[src/hw/rtl/bpd_pkg.sv]
package bpd_pkg;

    // default sizes of the mesh and the arithmetic
    localparam int GRID_W_DEF    = 64;
    localparam int GRID_H_DEF    = 64;
    localparam int FRAC_BITS_DEF = 16;
    localparam int ACC_WIDTH_DEF = 40;

    // fixed field widths
    localparam int POS_W     = 16;
    localparam int IDX_IN_W  = 12;
    localparam int OUT_SUM_W = 40;
    localparam int CELL_W    = 6;
    localparam int CFG_IDX_W = 1;

    // register indexes
    localparam logic [CFG_IDX_W-1:0] REG_CELLS_ACROSS = 1'b0;
    localparam logic [CFG_IDX_W-1:0] REG_CELLS_DOWN   = 1'b1;
    localparam logic [CELL_W-1:0]    CELLS_RESET      = 6'd63;

    // request kinds
    localparam logic ACT_DEPOSIT = 1'b0;
    localparam logic ACT_READ    = 1'b1;

    // corner order: base, right, below, below right
    localparam logic [1:0] CORNER_FIRST = 2'd0;
    localparam logic [1:0] CORNER_LAST  = 2'd3;

    // controller to datapath
    typedef struct packed {
        logic       clear_en;
        logic       accept_dep;
        logic       accept_rd;
        logic       scale;
        logic       rmw;
        logic [1:0] corner;
        logic       out_load;
    } dp_cmd_t;

    // datapath to controller
    typedef struct packed {
        logic clear_last;
        logic out_busy;
    } dp_status_t;

endpackage

[src/hw/rtl/bpd_ctrl.sv]
module bpd_ctrl (
    input  logic                clk,
    input  logic                rst_n,
    input  logic                in_valid,
    input  logic                action,
    output logic                in_stall,
    output bpd_pkg::dp_cmd_t    cmd,
    input  bpd_pkg::dp_status_t status
);
    import bpd_pkg::*;

    typedef enum logic [2:0] {
        ST_CLEAR,
        ST_IDLE,
        ST_SCALE,
        ST_RMW,
        ST_READ
    } state_t;

    state_t     state_reg;
    state_t     state_next;
    logic [1:0] corner_reg;
    logic [1:0] corner_next;
    logic       accept;

    // requests are taken only when idle
    assign in_stall = (state_reg != ST_IDLE);
    assign accept   = in_valid && (state_reg == ST_IDLE);

    // next state and datapath commands
    always_comb
    begin
        state_next     = state_reg;
        corner_next    = corner_reg;
        cmd            = '0;
        cmd.corner     = corner_reg;
        case (state_reg)
            ST_CLEAR:
            begin
                cmd.clear_en = 1'b1;
                if (status.clear_last)
                begin
                    state_next = ST_IDLE;
                end
            end
            ST_IDLE:
            begin
                if (accept)
                begin
                    if (action == ACT_READ)
                    begin
                        cmd.accept_rd = 1'b1;
                        state_next    = ST_READ;
                    end
                    else
                    begin
                        cmd.accept_dep = 1'b1;
                        state_next     = ST_SCALE;
                    end
                end
            end
            ST_SCALE:
            begin
                cmd.scale   = 1'b1;
                corner_next = CORNER_FIRST;
                state_next  = ST_RMW;
            end
            ST_RMW:
            begin
                cmd.rmw = 1'b1;
                if (corner_reg == CORNER_LAST)
                begin
                    state_next = ST_IDLE;
                end
                else
                begin
                    corner_next = corner_reg + 2'd1;
                end
            end
            ST_READ:
            begin
                if (!status.out_busy)
                begin
                    cmd.out_load = 1'b1;
                    state_next   = ST_IDLE;
                end
            end
            default:
            begin
                state_next = ST_IDLE;
            end
        endcase
    end

    // state and corner counter
    always_ff @(posedge clk or negedge rst_n)
    begin
        if (!rst_n)
        begin
            state_reg  <= ST_CLEAR;
            corner_reg <= CORNER_FIRST;
        end
        else
        begin
            state_reg  <= state_next;
            corner_reg <= corner_next;
        end
    end

endmodule

[config.mk]
export PLATFORM = sky130hd
export DESIGN_NAME = bpd_ctrl
export DESIGN_NICKNAME = d
export VERILOG_FILES = /design/src/hw/rtl/bpd_pkg.sv /design/src/hw/rtl/bpd_ctrl.sv
export SDC_FILE = /design/constraint.sdc
export NUM_CORES = 1
export LEC_CHECK = 0
export ABC_CLOCK_PERIOD_IN_PS = 1500
export BUFFER_PORTS_ARGS = -buffer_cell sky130_fd_sc_hd__clkbuf_2
export CORE_AREA = 3 3 40 42
export CTS_BUF_LIST = sky130_fd_sc_hd__clkbuf_4 sky130_fd_sc_hd__clkbuf_8 sky130_fd_sc_hd__clkbuf_16
export CTS_CLUSTER_SIZE = 40
export DETAILED_ROUTE_END_ITERATION = 8
export DIE_AREA = 0 0 43 45
export GPL_ROUTABILITY_DRIVEN = 1
export GPL_TIMING_DRIVEN = 1
export PLACE_DENSITY_LB_ADDON = 0.3
export SETUP_SLACK_MARGIN = 0.5
export SLEW_MARGIN = 20
export SYNTH_ARGS = -nofsm -noshare
export SYNTH_HDL_FRONTEND = slang
export SYNTH_SLANG_ARGS = --single-unit
[constraint.sdc]
create_clock -name clk -period 1.5 [get_ports clk]
set_input_delay 0 -clock clk [delete_from_list [all_inputs] [get_ports clk]]
set_output_delay 0 -clock clk [all_outputs]
set_load 0.005 [all_outputs]
=== After elaboration in Yosys (flattened, before gate mapping) ===
Index checks and enable logic that the tools add are counted.

* Reductions and logical operators: 5
* $add $sub $neg: 1
* Equality and inequality tests: 11
* Multiplexer cells: 17

{| class="wikitable"
|+ Operator list
! kind !! count
|-
| two-way mux 3 bit || 5
|-
| case mux 3 bit (5 select lines) || 1
|-
| != test 2 bit, second input constant || 5
|-
| two-way mux 1 bit || 7
|-
| equality test 3 x 2 -> 1 bit, second input constant || 2
|-
| two-way mux 2 bit || 3
|-
| case mux 2 bit (2 select lines) || 1
|-
| AND reduction 4 bit || 1
|-
| equality test 3 x 1 -> 1 bit, second input constant || 1
|-
| equality test 3 bit, second input constant || 1
|-
| zero test 3 bit || 1
|-
| != test 3 x 1 -> 1 bit, second input constant || 1
|-
| adder 2 x 1 -> 2 bit, second input constant || 1
|-
| equality test 2 bit, second input constant || 1
|-
| AND reduction 2 bit || 1
|-
| nonzero test 2 bit || 1
|-
| logical AND 1 bit || 1
|}

* Bits in registers: 5
* Output and inout port bits: 9

=== Longest topological paths before layout ===
Gate-level depths: netlist of run 1.

* Depth after elaboration: 4
* Mapped depth: 4

=== Worst setup path before layout of run 1 ===
No wires, ideal clock.

* Path type: reg2reg
* Start point: reg corner_reg[0]
* End point: reg corner_reg[0]
* Required time: 1.408 ns
* Period minus slack after synthesis: 1.109 ns
* Library setup time: 0.092 ns
* Data arrival time: 1.017 ns
* Stages on the path, launching flop included: 4
* Path slack: 0.391 ns
* Path through: dfrtp_1 > ha_1 > or2_1 > o31ai_2

* Word-level cells in the longest chain between the ends: 3

{| class="wikitable"
|+ RTL lines
! item !! line !! text
|-
| start, declared || bpd_ctrl.sv:22 || <nowiki>logic [1:0] corner_reg;</nowiki>
|-
| start signal, assigned || bpd_ctrl.sv:106 || <nowiki>corner_reg <= corner_next;</nowiki>
|-
| adder 2 x 1 -> 2 bit / equality test 2 bit (equally long branches) || bpd_ctrl.sv:77, bpd_ctrl.sv:71 ||
|-
| two-way mux 2 bit / != test 2 bit (equally long branches) || -- ||
|-
| case mux 2 bit (2 select lines) / AND reduction 2 bit (equally long branches) || -- ||
|}

Several ways; a longest one is shown, not always the timed one. The select of a mux whose other input is x is not followed.
A chain may end at the register's enable or synchronous reset.

=== Worst setup path in the final report of run 1 ===
* Start point: reg state_reg[1]
* End point: out in_stall

* Word-level cells in the longest chain between the ends: 1

{| class="wikitable"
|+ RTL lines
! item !! line !! text
|-
| start, declared || bpd_ctrl.sv:20 || <nowiki>state_t state_reg;</nowiki>
|-
| start signal, assigned || bpd_ctrl.sv:105 || <nowiki>state_reg <= state_next;</nowiki>
|-
| != test 3 x 1 -> 1 bit || bpd_ctrl.sv:27 || <nowiki>assign in_stall = (state_reg != ST_IDLE);</nowiki>
|-
| end, declared || bpd_ctrl.sv:6 || <nowiki>output logic in_stall,</nowiki>
|}

No other way between the ends.

==> results of run 1 <==
[cell families (layout without fill, tap and decap cells)]
logic type / count (synthesis) / count (layout) / share of synthesized area
flip-flops: 5 / 5 / 0.397
AND/OR/NAND/NOR: 16 / 16 / 0.325
buffers and inverters: 3 / 31 / 0.0397
AO/OA/AOI/OAI: 10 / 10 / 0.198
adder cells (fa/ha/maj): 1 / 1 / 0.0397
[timing repair]
item                                    4_1_cts  5_1_grt
pin swaps                                     5        2
buffers inserted                              9        0
hold endpoints to repair                      5        0
hold buffers                                  1        0
gates resized for setup                       8       12
endpoints found under the setup margin       10       12
[synth_stat cells, drive strengths merged]
| master | count | area, sq um |
|---|---|---|
| dfrtp | 5 | 125 |
| o21ai | 5 | 25.0 |
| nand2b | 3 | 33.8 |
| nor3 | 3 | 15.0 |
| a21oi | 2 | 10.0 |
| inv | 2 | 7.51 |
| nand2 | 2 | 7.51 |
| nor2 | 2 | 7.51 |
| or2 | 2 | 12.5 |
| a311oi | 1 | 8.76 |
| a31oi | 1 | 6.26 |
| and2 | 1 | 6.26 |
| buf | 1 | 5.00 |
| ha | 1 | 12.5 |
| nand3 | 1 | 5.00 |
| nor4b | 1 | 8.76 |
| o31ai | 1 | 12.5 |
| or3 | 1 | 6.26 |
[stage by stage]
step / hold WS (ns) / cells
floorplan: -0.296 / 35
global route: 0.0392 / 78
global placement: -0.180 / 64
detailed placement: -0.180 / 64
CTS: 0.0231 / 78
finish: 0.0325 / 78
[cell type report]
type,instances,area (sq um),area share
sequential,5,128,0.218
tap,15,18.8,0.0321
timing repair buffer,25,159,0.272
inverter,2,7.51,0.0128
multi-input combinational,27,241,0.413
clock buffer,4,30.0,0.0514
[worst register-to-register path, delay by kind of cell, from the launching register on]
family | cells | cell delay (ns)
AO/OA/AOI/OAI | 1 | 0.17
flip-flops | 1 | 0.39
buffers and inverters | 1 | 0.15
AND/OR/NAND/NOR | 2 | 0.32
[power groups by stage]
stage	Combinational, mW	Sequential (mW)	Clock, mW
after floorplan	0.279	0.259	0
final	0.765	0.251	0.182
after global placement	0.431	0.277	0
after detailed placement	0.430	0.279	0
after CTS	0.666	0.253	0.189
after global routing	0.843	0.262	0.198
[routing by layer]
metal | global-route usage | routed length [microns] | vias to the layer above
met5 | 0 | 0 | -
met4 | 0.0542 | 15 | 0
met2 | 0.177 | 425 | 16
met3 | 0.0757 | 110 | 5
met1 | 0.130 | 380 | 161
li1 | - | - | 181
[worst max-delay path by stage]
stage | endpoint | startpoint | cells after the start
after detailed placement | corner_reg[0]$_DFFE_PN0P_ | state_reg[2]$_DFFE_PN0P_ | 3
after global placement | corner_reg[0]$_DFFE_PN0P_ | corner_reg[0]$_DFFE_PN0P_ | 4
final | in_stall | state_reg[1]$_DFFE_PN0P_ | 3
after floorplan | corner_reg[0]$_DFFE_PN0P_ | corner_reg[0]$_DFFE_PN0P_ | 3
after global routing | in_stall | state_reg[0]$_DFFE_PN0P_ | 4
after CTS | in_stall | state_reg[1]$_DFFE_PN0P_ | 3
==> flow_metrics.py, run 1 <==
metrics = {
    "outcome": {
        "outcome": "completed",
    },
    "global_route": {
        "grt_pass1_wl_microns": 1580,
        "gr-usage-all-layers": 0.117,
        "grt_max_degree": 9,
        "gr-total-overflow": 0,
        "antenna_found_initial": 0,
        "grt_pass1_vias": 354,
    },
    "synth": {
        "synthCells": 35,
        "syn_area_sq_um": 315,
        "synth_cell_types": 20,
        "seq_area_frac_synth": 0.397,
        "yosys_warnings": 0,
        "syn_nets": 42,
        "syn_avg_cell_area_sq_um": 9.01,
        "ys_ff_latch": 5,
    },
    "pwr": {
        "power.internal_mw": 0.726,
        "clkPwrFrac": 0.152,
        "total_power_mw": 1.20,
        "p_per_area_nw_per_um2": 2050,
        "combPwrFrac": 0.638,
        "power_frac_seq": 0.210,
        "total_switching_power_mw": 0.472,
        "irDropWorstVdd_v": 0.000648,
        "p_sw_frac": 0.394,
        "p_leak_nw": 0.279,
    },
    "sta": {
        "period_minus_slack_ns": 1.15,
        "slew_viol_final": 0,
        "setup_ws_ns": 0.348,
        "hold_violations": 0,
        "skew_ns": 0.00451,
        "setup_viol": 0,
        "maxSlewHeadroom": 0.877,
        "fin_tns_setup_ns": 0,
        "rsz0062_at_grt": "yes",
        "fmax_mhz": 868,
        "tightest_slew_ns": 0.184,
        "fin_crit_sh": 0.768,
    },
    "cells_and_area": {
        "final_common_cell": "clkbuf_2",
        "fillCellCount": 139,
        "most-common-layout-cells": "clkbuf_2 (11), buf_4 (9), clkbuf_4 (4)",
        "final_area_sq_um": 584,
        "layout.nets": 71,
        "drive_above_1_share": 0.746,
        "n_antenna_cell": 0,
        "syn_to_final_growth_pct": 85.3,
        "fin_util": 0.455,
        "largest_register_ffs": 3,
    },
    "placement": {
        "io_buffers": 14,
        "place_ws_ns": 0.344,
        "gp_congestion": 0.737,
        "dpl_cell_area_sq_um": 409,
    },
    "critical_path": {
        "required_ns": 1.50,
        "crit_path_top_delay_cell": "dfrtp_2",
        "path_class": "flop to output port",
        "slowest_delay_ns": 0.43,
        "start_kind": "flop",
        "r2r-end": "corner_reg[0]$_DFFE_PN0P_",
        "reg2reg_depth": 4,
        "reg2reg_from": "state_reg[1]$_DFFE_PN0P_",
        "path_cells": "nand2b_4 > or2_1 > clkbuf_2",
        "worstPathMaxFanout": 3,
        "r2r_setup_slack_ns": 0.38,
        "path_delay_family": "flip-flops",
        "worst-path-buf-inv": 1,
        "cp-end-kind": "output port",
        "crit_arrival_ns": 1.15,
    },
    "clock_tree": {
        "clock_tree.buffer_depth": 2,
        "cts-htree-levels": 1,
        "cts_root_buf": "clkbuf_4",
        "clkTransAtPathRegs_ns": 0.04,
        "cts_made_buffers": 3,
        "clkSinkCount": 5,
        "clk-insertion-delay-late_ns": 0.25,
        "cts_tree": "done",
    },
    "job": {
        "drv_cap": 0,
    },
    "drt": {
        "final_antenna_net_count": 0,
        "wl_per_cell_microns": 11.9,
        "drt_iter0_drc": 5,
        "dr.pass1.iters": 4,
        "via_per_inst": 4.65,
        "drc": 0,
        "drt-total-wl_microns": 932,
        "vias": 363,
    },
    "hold_path": {
        "hold_path_depth": 3,
        "min_to": "state_reg[2]$_DFFE_PN0P_",
        "min_from": "status[0]",
        "min_path_type": "input pin to flop",
    },
    "floorplan": {
        "fp.dieW_microns": 43,
        "start_util": 0.245,
        "fp.dieH_microns": 45,
        "coreArea_sq_um": 1280,
        "fp-row-count": 13,
        "ios": 15,
        "die_area_sq_um": 1940,
    },
}
Note: power is estimated with default switching activity, not from simulation.
==> inputs of run 2 (changes only) <==
ABC_CLOCK_PERIOD_IN_PS = 1030   (was 1500)
clock period = 1.03 ns   (was 1.5 ns; I/O delays follow)
==> run 2 against run 1 <==
- the run now ends with negative setup slack left
- via count rose by 14%
- clock power rose by 43%
- final area rose by 27%
- worst hold slack got worse by 0.0010 ns
- flip-flop and latch count did not move
- global-route usage rose by 1.6 points
- sequential share of layout area fell by 4.8 points
- first-iteration DRC count fell by 20%
- core utilization rose by 12 points
- combinational power rose by 110%
- critical path depth did not move
- critical endpoint unchanged
- largest cell class is now non-clock buffers
- highest routed layer unchanged
==> flow_metrics.py, run 2 (synthesized netlist as in run 1, its figures left out) <==
metrics = {
    "outcome": {
        "outcome": "finished, violations left",
        "violations": "negative setup slack",
    },
    "critical_path": {
        "worst-path-buf-inv": 1,
        "start_kind": "flop",
        "path_delay_family": "flip-flops",
        "crit_arrival_ns": 1.19,
        "path_cells": "nand2b_4 > or2_1 > clkbuf_2",
        "crit_path_top_delay_cell": "dfrtp_2",
        "required_ns": 1.03,
        "path_class": "flop to output port",
        "r2r_setup_slack_ns": -0.12,
        "worstPathMaxFanout": 5,
        "cp-end-kind": "output port",
        "slowest_delay_ns": 0.45,
    },
    "clock_tree": {
        "cts_root_buf": "clkbuf_4",
        "clock_tree.buffer_depth": 2,
        "cts_tree": "done",
        "clkTransAtPathRegs_ns": 0.04,
        "clkSinkCount": 5,
        "cts_made_buffers": 3,
        "cts-htree-levels": 1,
        "clk-insertion-delay-late_ns": 0.25,
    },
    "placement": {
        "gp_congestion": 0.775,
        "dpl_cell_area_sq_um": 509,
        "hpwl_microns": 701,
        "io_buffers": 14,
        "place_ws_ns": -0.0674,
    },
    "global_route": {
        "gr-usage-all-layers": 0.133,
        "grt_max_degree": 7,
        "grt_pass1_wl_microns": 1790,
        "grt_pass1_vias": 392,
        "gr-total-overflow": 0,
        "antenna_found_initial": 0,
    },
    "drt": {
        "routed.top_layer": "met4",
        "wl_met2_microns": 507,
        "final_antenna_net_count": 0,
        "wl_per_cell_microns": 11.6,
        "wl_met1_microns": 414,
        "drc": 0,
        "drt_iter0_drc": 4,
        "wl_met3_microns": 65,
        "dr.pass1.iters": 2,
        "vias": 413,
        "drt-total-wl_microns": 1040,
        "via_per_inst": 4.64,
    },
    "cells_and_area": {
        "syn_to_final_growth_pct": 135,
        "most-common-layout-cells": "buf_6 (13), buf_4 (10), clkbuf_2 (7)",
        "drive_above_1_share": 0.797,
        "layout.nets": 82,
        "final_common_cell": "buf_6",
        "largest_register_ffs": 3,
        "final_area_sq_um": 742,
        "n_antenna_cell": 0,
        "fillCellCount": 120,
    },
    "floorplan": {
        "fp-row-count": 13,
        "die_area_sq_um": 1940,
        "ios": 15,
        "coreArea_sq_um": 1280,
        "fp.dieW_microns": 43,
        "start_util": 0.245,
        "fp.dieH_microns": 45,
    },
    "sta": {
        "slew_viol_final": 0,
        "period_minus_slack_ns": 1.19,
        "setup_viol": 12,
        "rsz0062_at_grt": "yes",
        "tightest_slew_ns": 0.197,
        "holdWs_ns": 0.0315,
        "maxSlewHeadroom": 0.867,
        "fmax_mhz": 841,
        "hold_violations": 0,
        "setup_ws_ns": -0.159,
        "skew_ns": 0.00638,
        "fin_crit_sh": 1.15,
    },
    "job": {
        "drv_cap": 0,
    },
    "pwr": {
        "irDropWorstVdd_v": 0.00141,
        "p_leak_nw": 0.358,
        "power_frac_seq": 0.172,
        "power.internal_mw": 1.45,
        "clkPwrFrac": 0.115,
        "p_sw_frac": 0.362,
        "total_switching_power_mw": 0.820,
        "p_per_area_nw_per_um2": 3060,
        "total_power_mw": 2.27,
        "combPwrFrac": 0.713,
    },
    "hold_path": {
        "min_path_type": "input pin to flop",
    },
}
run 2: cell types whose count changed in the layout (fill, tap and decap cells not counted), moves of 2 or more:
cell	previous run	this run
nor2_1	2	0
clkbuf_2	11	7
nor2_4	0	2
buf_2	3	5
buf_6	1	13
run 2: area by class of cell:
class | instances | area (sq um) | share of cell area
tap | 15 | 18.8 | 0.0253
timing repair buffer | 36 | 292 | 0.393
sequential | 5 | 126 | 0.170
clock buffer | 4 | 30.0 | 0.0405
multi-input combinational | 27 | 268 | 0.361
inverter | 2 | 7.51 | 0.0101
run 2: routing by layer:
metal	vias to the layer above	global-route usage
li1	207	-
met1	181	0.157
met2	19	0.204
met3	6	0.0359
met4	0	0.108
met5	-	0
run 2: tightest hold or removal path, delay by kind of cell:
kind                   cells  cell delay [ns]
AO/OA/AOI/OAI              2             0.16
buffers and inverters      1             0.07
run 2: path summary, 6_finish.rpt:
path                                           from                   endpoint  depth (start not counted)
setup / recovery           state_reg[1]$_DFFE_PN0P_                   in_stall                          3
hold / removal                            status[1]   state_reg[0]$_DFFE_PN0P_                          3
setup reg to reg           state_reg[0]$_DFFE_PN0P_   state_reg[0]$_DFFE_PN0P_                          6
hold reg to reg            state_reg[1]$_DFFE_PN0P_   state_reg[1]$_DFFE_PN0P_                          1
max in group asynchronous                     rst_n   state_reg[1]$_DFFE_PN0P_                          2
min in group asynchronous                     rst_n  corner_reg[1]$_DFFE_PN0P_                          2
run 2: power groups by stage:
stage | registers, mW | clock network (mW) | logic [mW]
6_report | 0.391 | 0.261 | 1.62
5_1_grt | 0.403 | 0.291 | 1.77
4_1_cts | 0.402 | 0.270 | 1.22
3_5_place_dp | 0.398 | 0 | 0.941
3_3_place_gp | 0.390 | 0 | 0.942
2_1_floorplan | 0.399 | 0 | 0.494
run 2: repair_timing:
action	4_1_cts	5_1_grt
gates resized for setup	16	16
gates cloned	0	0
buffers inserted	4	7
setup endpoints to repair	14	14
pin swaps	7	2
hold endpoints to repair	5	0
hold buffers	1	0
run 2: through the flow:
step,cells,TNS (ns),util
floorplan,35,-0.104,-
global placement,73,-0.108,0.396
detailed placement,73,-0.162,0.396
CTS,82,-1.20,0.498
global route,89,-1.97,0.577
finish,89,-1.26,0.577
==> inputs of run 3 (changes only) <==
ABC_CLOCK_PERIOD_IN_PS = 1000   (was 1030)
clock period = 1 ns   (was 1.03 ns; I/O delays follow)
==> run 3 against run 2 <==
- routed wire length rose by 1.3%
- the flow still finishes with violations (negative setup slack)
- flip-flop and latch count is the same
- core utilization fell by 2.2 points
- sequential share of layout area grew 0.69 points
- global-route usage increased by 0.11 points
- worst hold slack better by 0.0099 ns
- via count decreased by 5.1%
- critical path depth unchanged
- total power shrank 0.64%
- clock power is 3% higher
- die area unchanged
==> flow_metrics.py, run 3 (synthesized netlist as in run 1, its figures left out) <==
metrics = {
    "critical_path": {
        "crit_arrival_ns": 1.19,
        "path_delay_family": "flip-flops",
        "crit_start": "state_reg[1]$_DFFE_PN0P_",
        "reg2reg_from": "state_reg[1]$_DFFE_PN0P_",
        "crit_path_top_delay_cell": "dfrtp_2",
        "path_class": "flop to output port",
        "start_kind": "flop",
        "slowest_delay_ns": 0.47,
        "worst-path-buf-inv": 1,
        "worstPathMaxFanout": 5,
        "cp-end-kind": "output port",
        "required_ns": 1.00,
        "path_cells": "nand2b_4 > or2_1 > clkbuf_2",
    },
    "cells_and_area": {
        "fin_util": 0.555,
        "seqCellArea_sq_um": 126,
        "drive_above_1_share": 0.786,
        "largest_register_ffs": 3,
        "multi_input_area_sq_um": 263,
        "layout.nets": 78,
        "syn_to_final_growth_pct": 126,
        "n_antenna_cell": 0,
        "fillCellCount": 119,
        "final_common_cell": "buf_6",
        "most-common-layout-cells": "buf_6 (12), clkbuf_2 (8), buf_2 (5), buf_4 (5)",
    },
    "global_route": {
        "gr-usage-all-layers": 0.135,
        "grt_pass1_wl_microns": 1880,
        "met2_usage": 0.228,
        "grtUsageMet1": 0.146,
        "grt_pass1_vias": 432,
        "antenna_found_initial": 0,
        "grt_max_degree": 7,
        "gr-total-overflow": 0,
        "grtUsageMet3": 0.0398,
        "busiest_layer": "met2",
    },
    "drt": {
        "drt-total-wl_microns": 1050,
        "vias": 392,
        "via_per_inst": 4.61,
        "drt_iter0_drc": 2,
        "dr.pass1.iters": 2,
        "wl_per_cell_microns": 12.3,
        "final_antenna_net_count": 0,
        "drc": 0,
    },
    "clock_tree": {
        "cts_root_buf": "clkbuf_4",
        "cts-htree-levels": 1,
        "clock_tree.buffer_depth": 2,
        "cts_made_buffers": 3,
        "clkSinkCount": 5,
        "clk-insertion-delay-late_ns": 0.24,
        "cts_tree": "done",
        "clkTransAtPathRegs_ns": 0.04,
    },
    "sta": {
        "fin_crit_sh": 1.19,
        "maxSlewHeadroom": 0.862,
        "tightest_slew_ns": 0.205,
        "hold_violations": 0,
        "rsz0062_at_grt": "yes",
        "skew_ns": 0.00532,
        "period_minus_slack_ns": 1.19,
        "setup_ws_ns": -0.191,
        "slew_viol_final": 0,
        "setup_viol": 11,
        "fmax_mhz": 839,
        "fin_tns_setup_ns": -1.45,
    },
    "placement": {
        "io_buffers": 14,
        "hpwl_microns": 694,
        "gp_congestion": 0.761,
    },
    "pwr": {
        "total_switching_power_mw": 0.831,
        "p_sw_frac": 0.369,
        "p_per_area_nw_per_um2": 3160,
        "p_leak_nw": 0.339,
        "clkPwrFrac": 0.119,
        "power_frac_seq": 0.182,
        "power.internal_mw": 1.42,
        "irDropWorstVdd_v": 0.00153,
        "combPwrFrac": 0.698,
    },
    "hold_path": {
        "min_from": "status[1]",
        "min_path_type": "input pin to flop",
    },
    "outcome": {
        "outcome": "finished, violations left",
        "violations": "negative setup slack",
    },
    "floorplan": {
        "die_area_sq_um": 1940,
        "ios": 15,
        "start_util": 0.245,
        "fp.dieW_microns": 43,
        "coreArea_sq_um": 1280,
        "fp-row-count": 13,
        "fp.dieH_microns": 45,
    },
    "job": {
        "drv_cap": 0,
    },
}
==> run 3: cell types whose count changed in the layout (fill, tap and decap cells not counted), sizes merged <==
| cell | before | now |
|---|---|---|
| clkbuf | 11 | 12 |
| buf | 28 | 23 |
==> run 3: area by class of cell <==
cell class                 instances  share of cell area
tap                               15              0.0263
sequential                         5               0.177
multi-input combinational         27               0.368
timing repair buffer              32               0.375
inverter                           2              0.0105
clock buffer                       4              0.0421
==> run 3: per-layer routing <==
metal  wire [microns]  up-vias
met5                0        -
li1                 -      199
met4               31        0
met3               65        4
met2              547       19
met1              403      170
==> run 3: path summary, 6_finish.rpt <==
| kind | endpoint | slack, ns | cells past startpoint |
|---|---|---|---|
| min in group asynchronous | corner_reg[1]$_DFFE_PN0P_ | 0.11 | 2 |
| setup / recovery | in_stall | -0.19 | 3 |
| hold / removal | state_reg[0]$_DFFE_PN0P_ | 0.04 | 3 |
| setup reg to reg | corner_reg[0]$_DFFE_PN0P_ | -0.13 | 4 |
| max in group asynchronous | state_reg[1]$_DFFE_PN0P_ | 0.72 | 2 |
| hold reg to reg | state_reg[1]$_DFFE_PN0P_ | 0.60 | 1 |
==> run 3: stage by stage <==
step                      hold WS [ns]  total power [mW]  instances  area, sq um  worst slack (ns)
final                           0.0414              2.25         85          713            -0.191
after global routing            0.0822              2.43         85          713            -0.254
after CTS                       0.0356              2.02         84          658            -0.192
after detailed placement        -0.170              1.38         73          509           -0.0953
after global placement          -0.170              1.37         73          509           -0.0666
after floorplan                 -0.296             0.919         35          353           -0.0729
==> run 3: timing repair <==
item,CTS,global route
hold buffers,1,0
hold endpoints to repair,5,0
buffers inserted,6,1
endpoints found under the setup margin,14,14
pin swaps,2,3
resized for setup,14,16
==> run 3: worst register-to-register path, stage by stage, from the launching register on <==
cell      delay (ns)
dfrtp_2         0.45
buf_12          0.13
nand2b_4        0.06
or2_4           0.24
o31ai_2         0.16
==> run 3: power groups by stage <==
stage,combinational (mW),clock [mW],sequential (mW)
4_1_cts,1.34,0.276,0.408
3_3_place_gp,0.970,0,0.402
3_5_place_dp,0.967,0,0.410
2_1_floorplan,0.508,0,0.411
6_report,1.57,0.268,0.411
5_1_grt,1.71,0.298,0.425
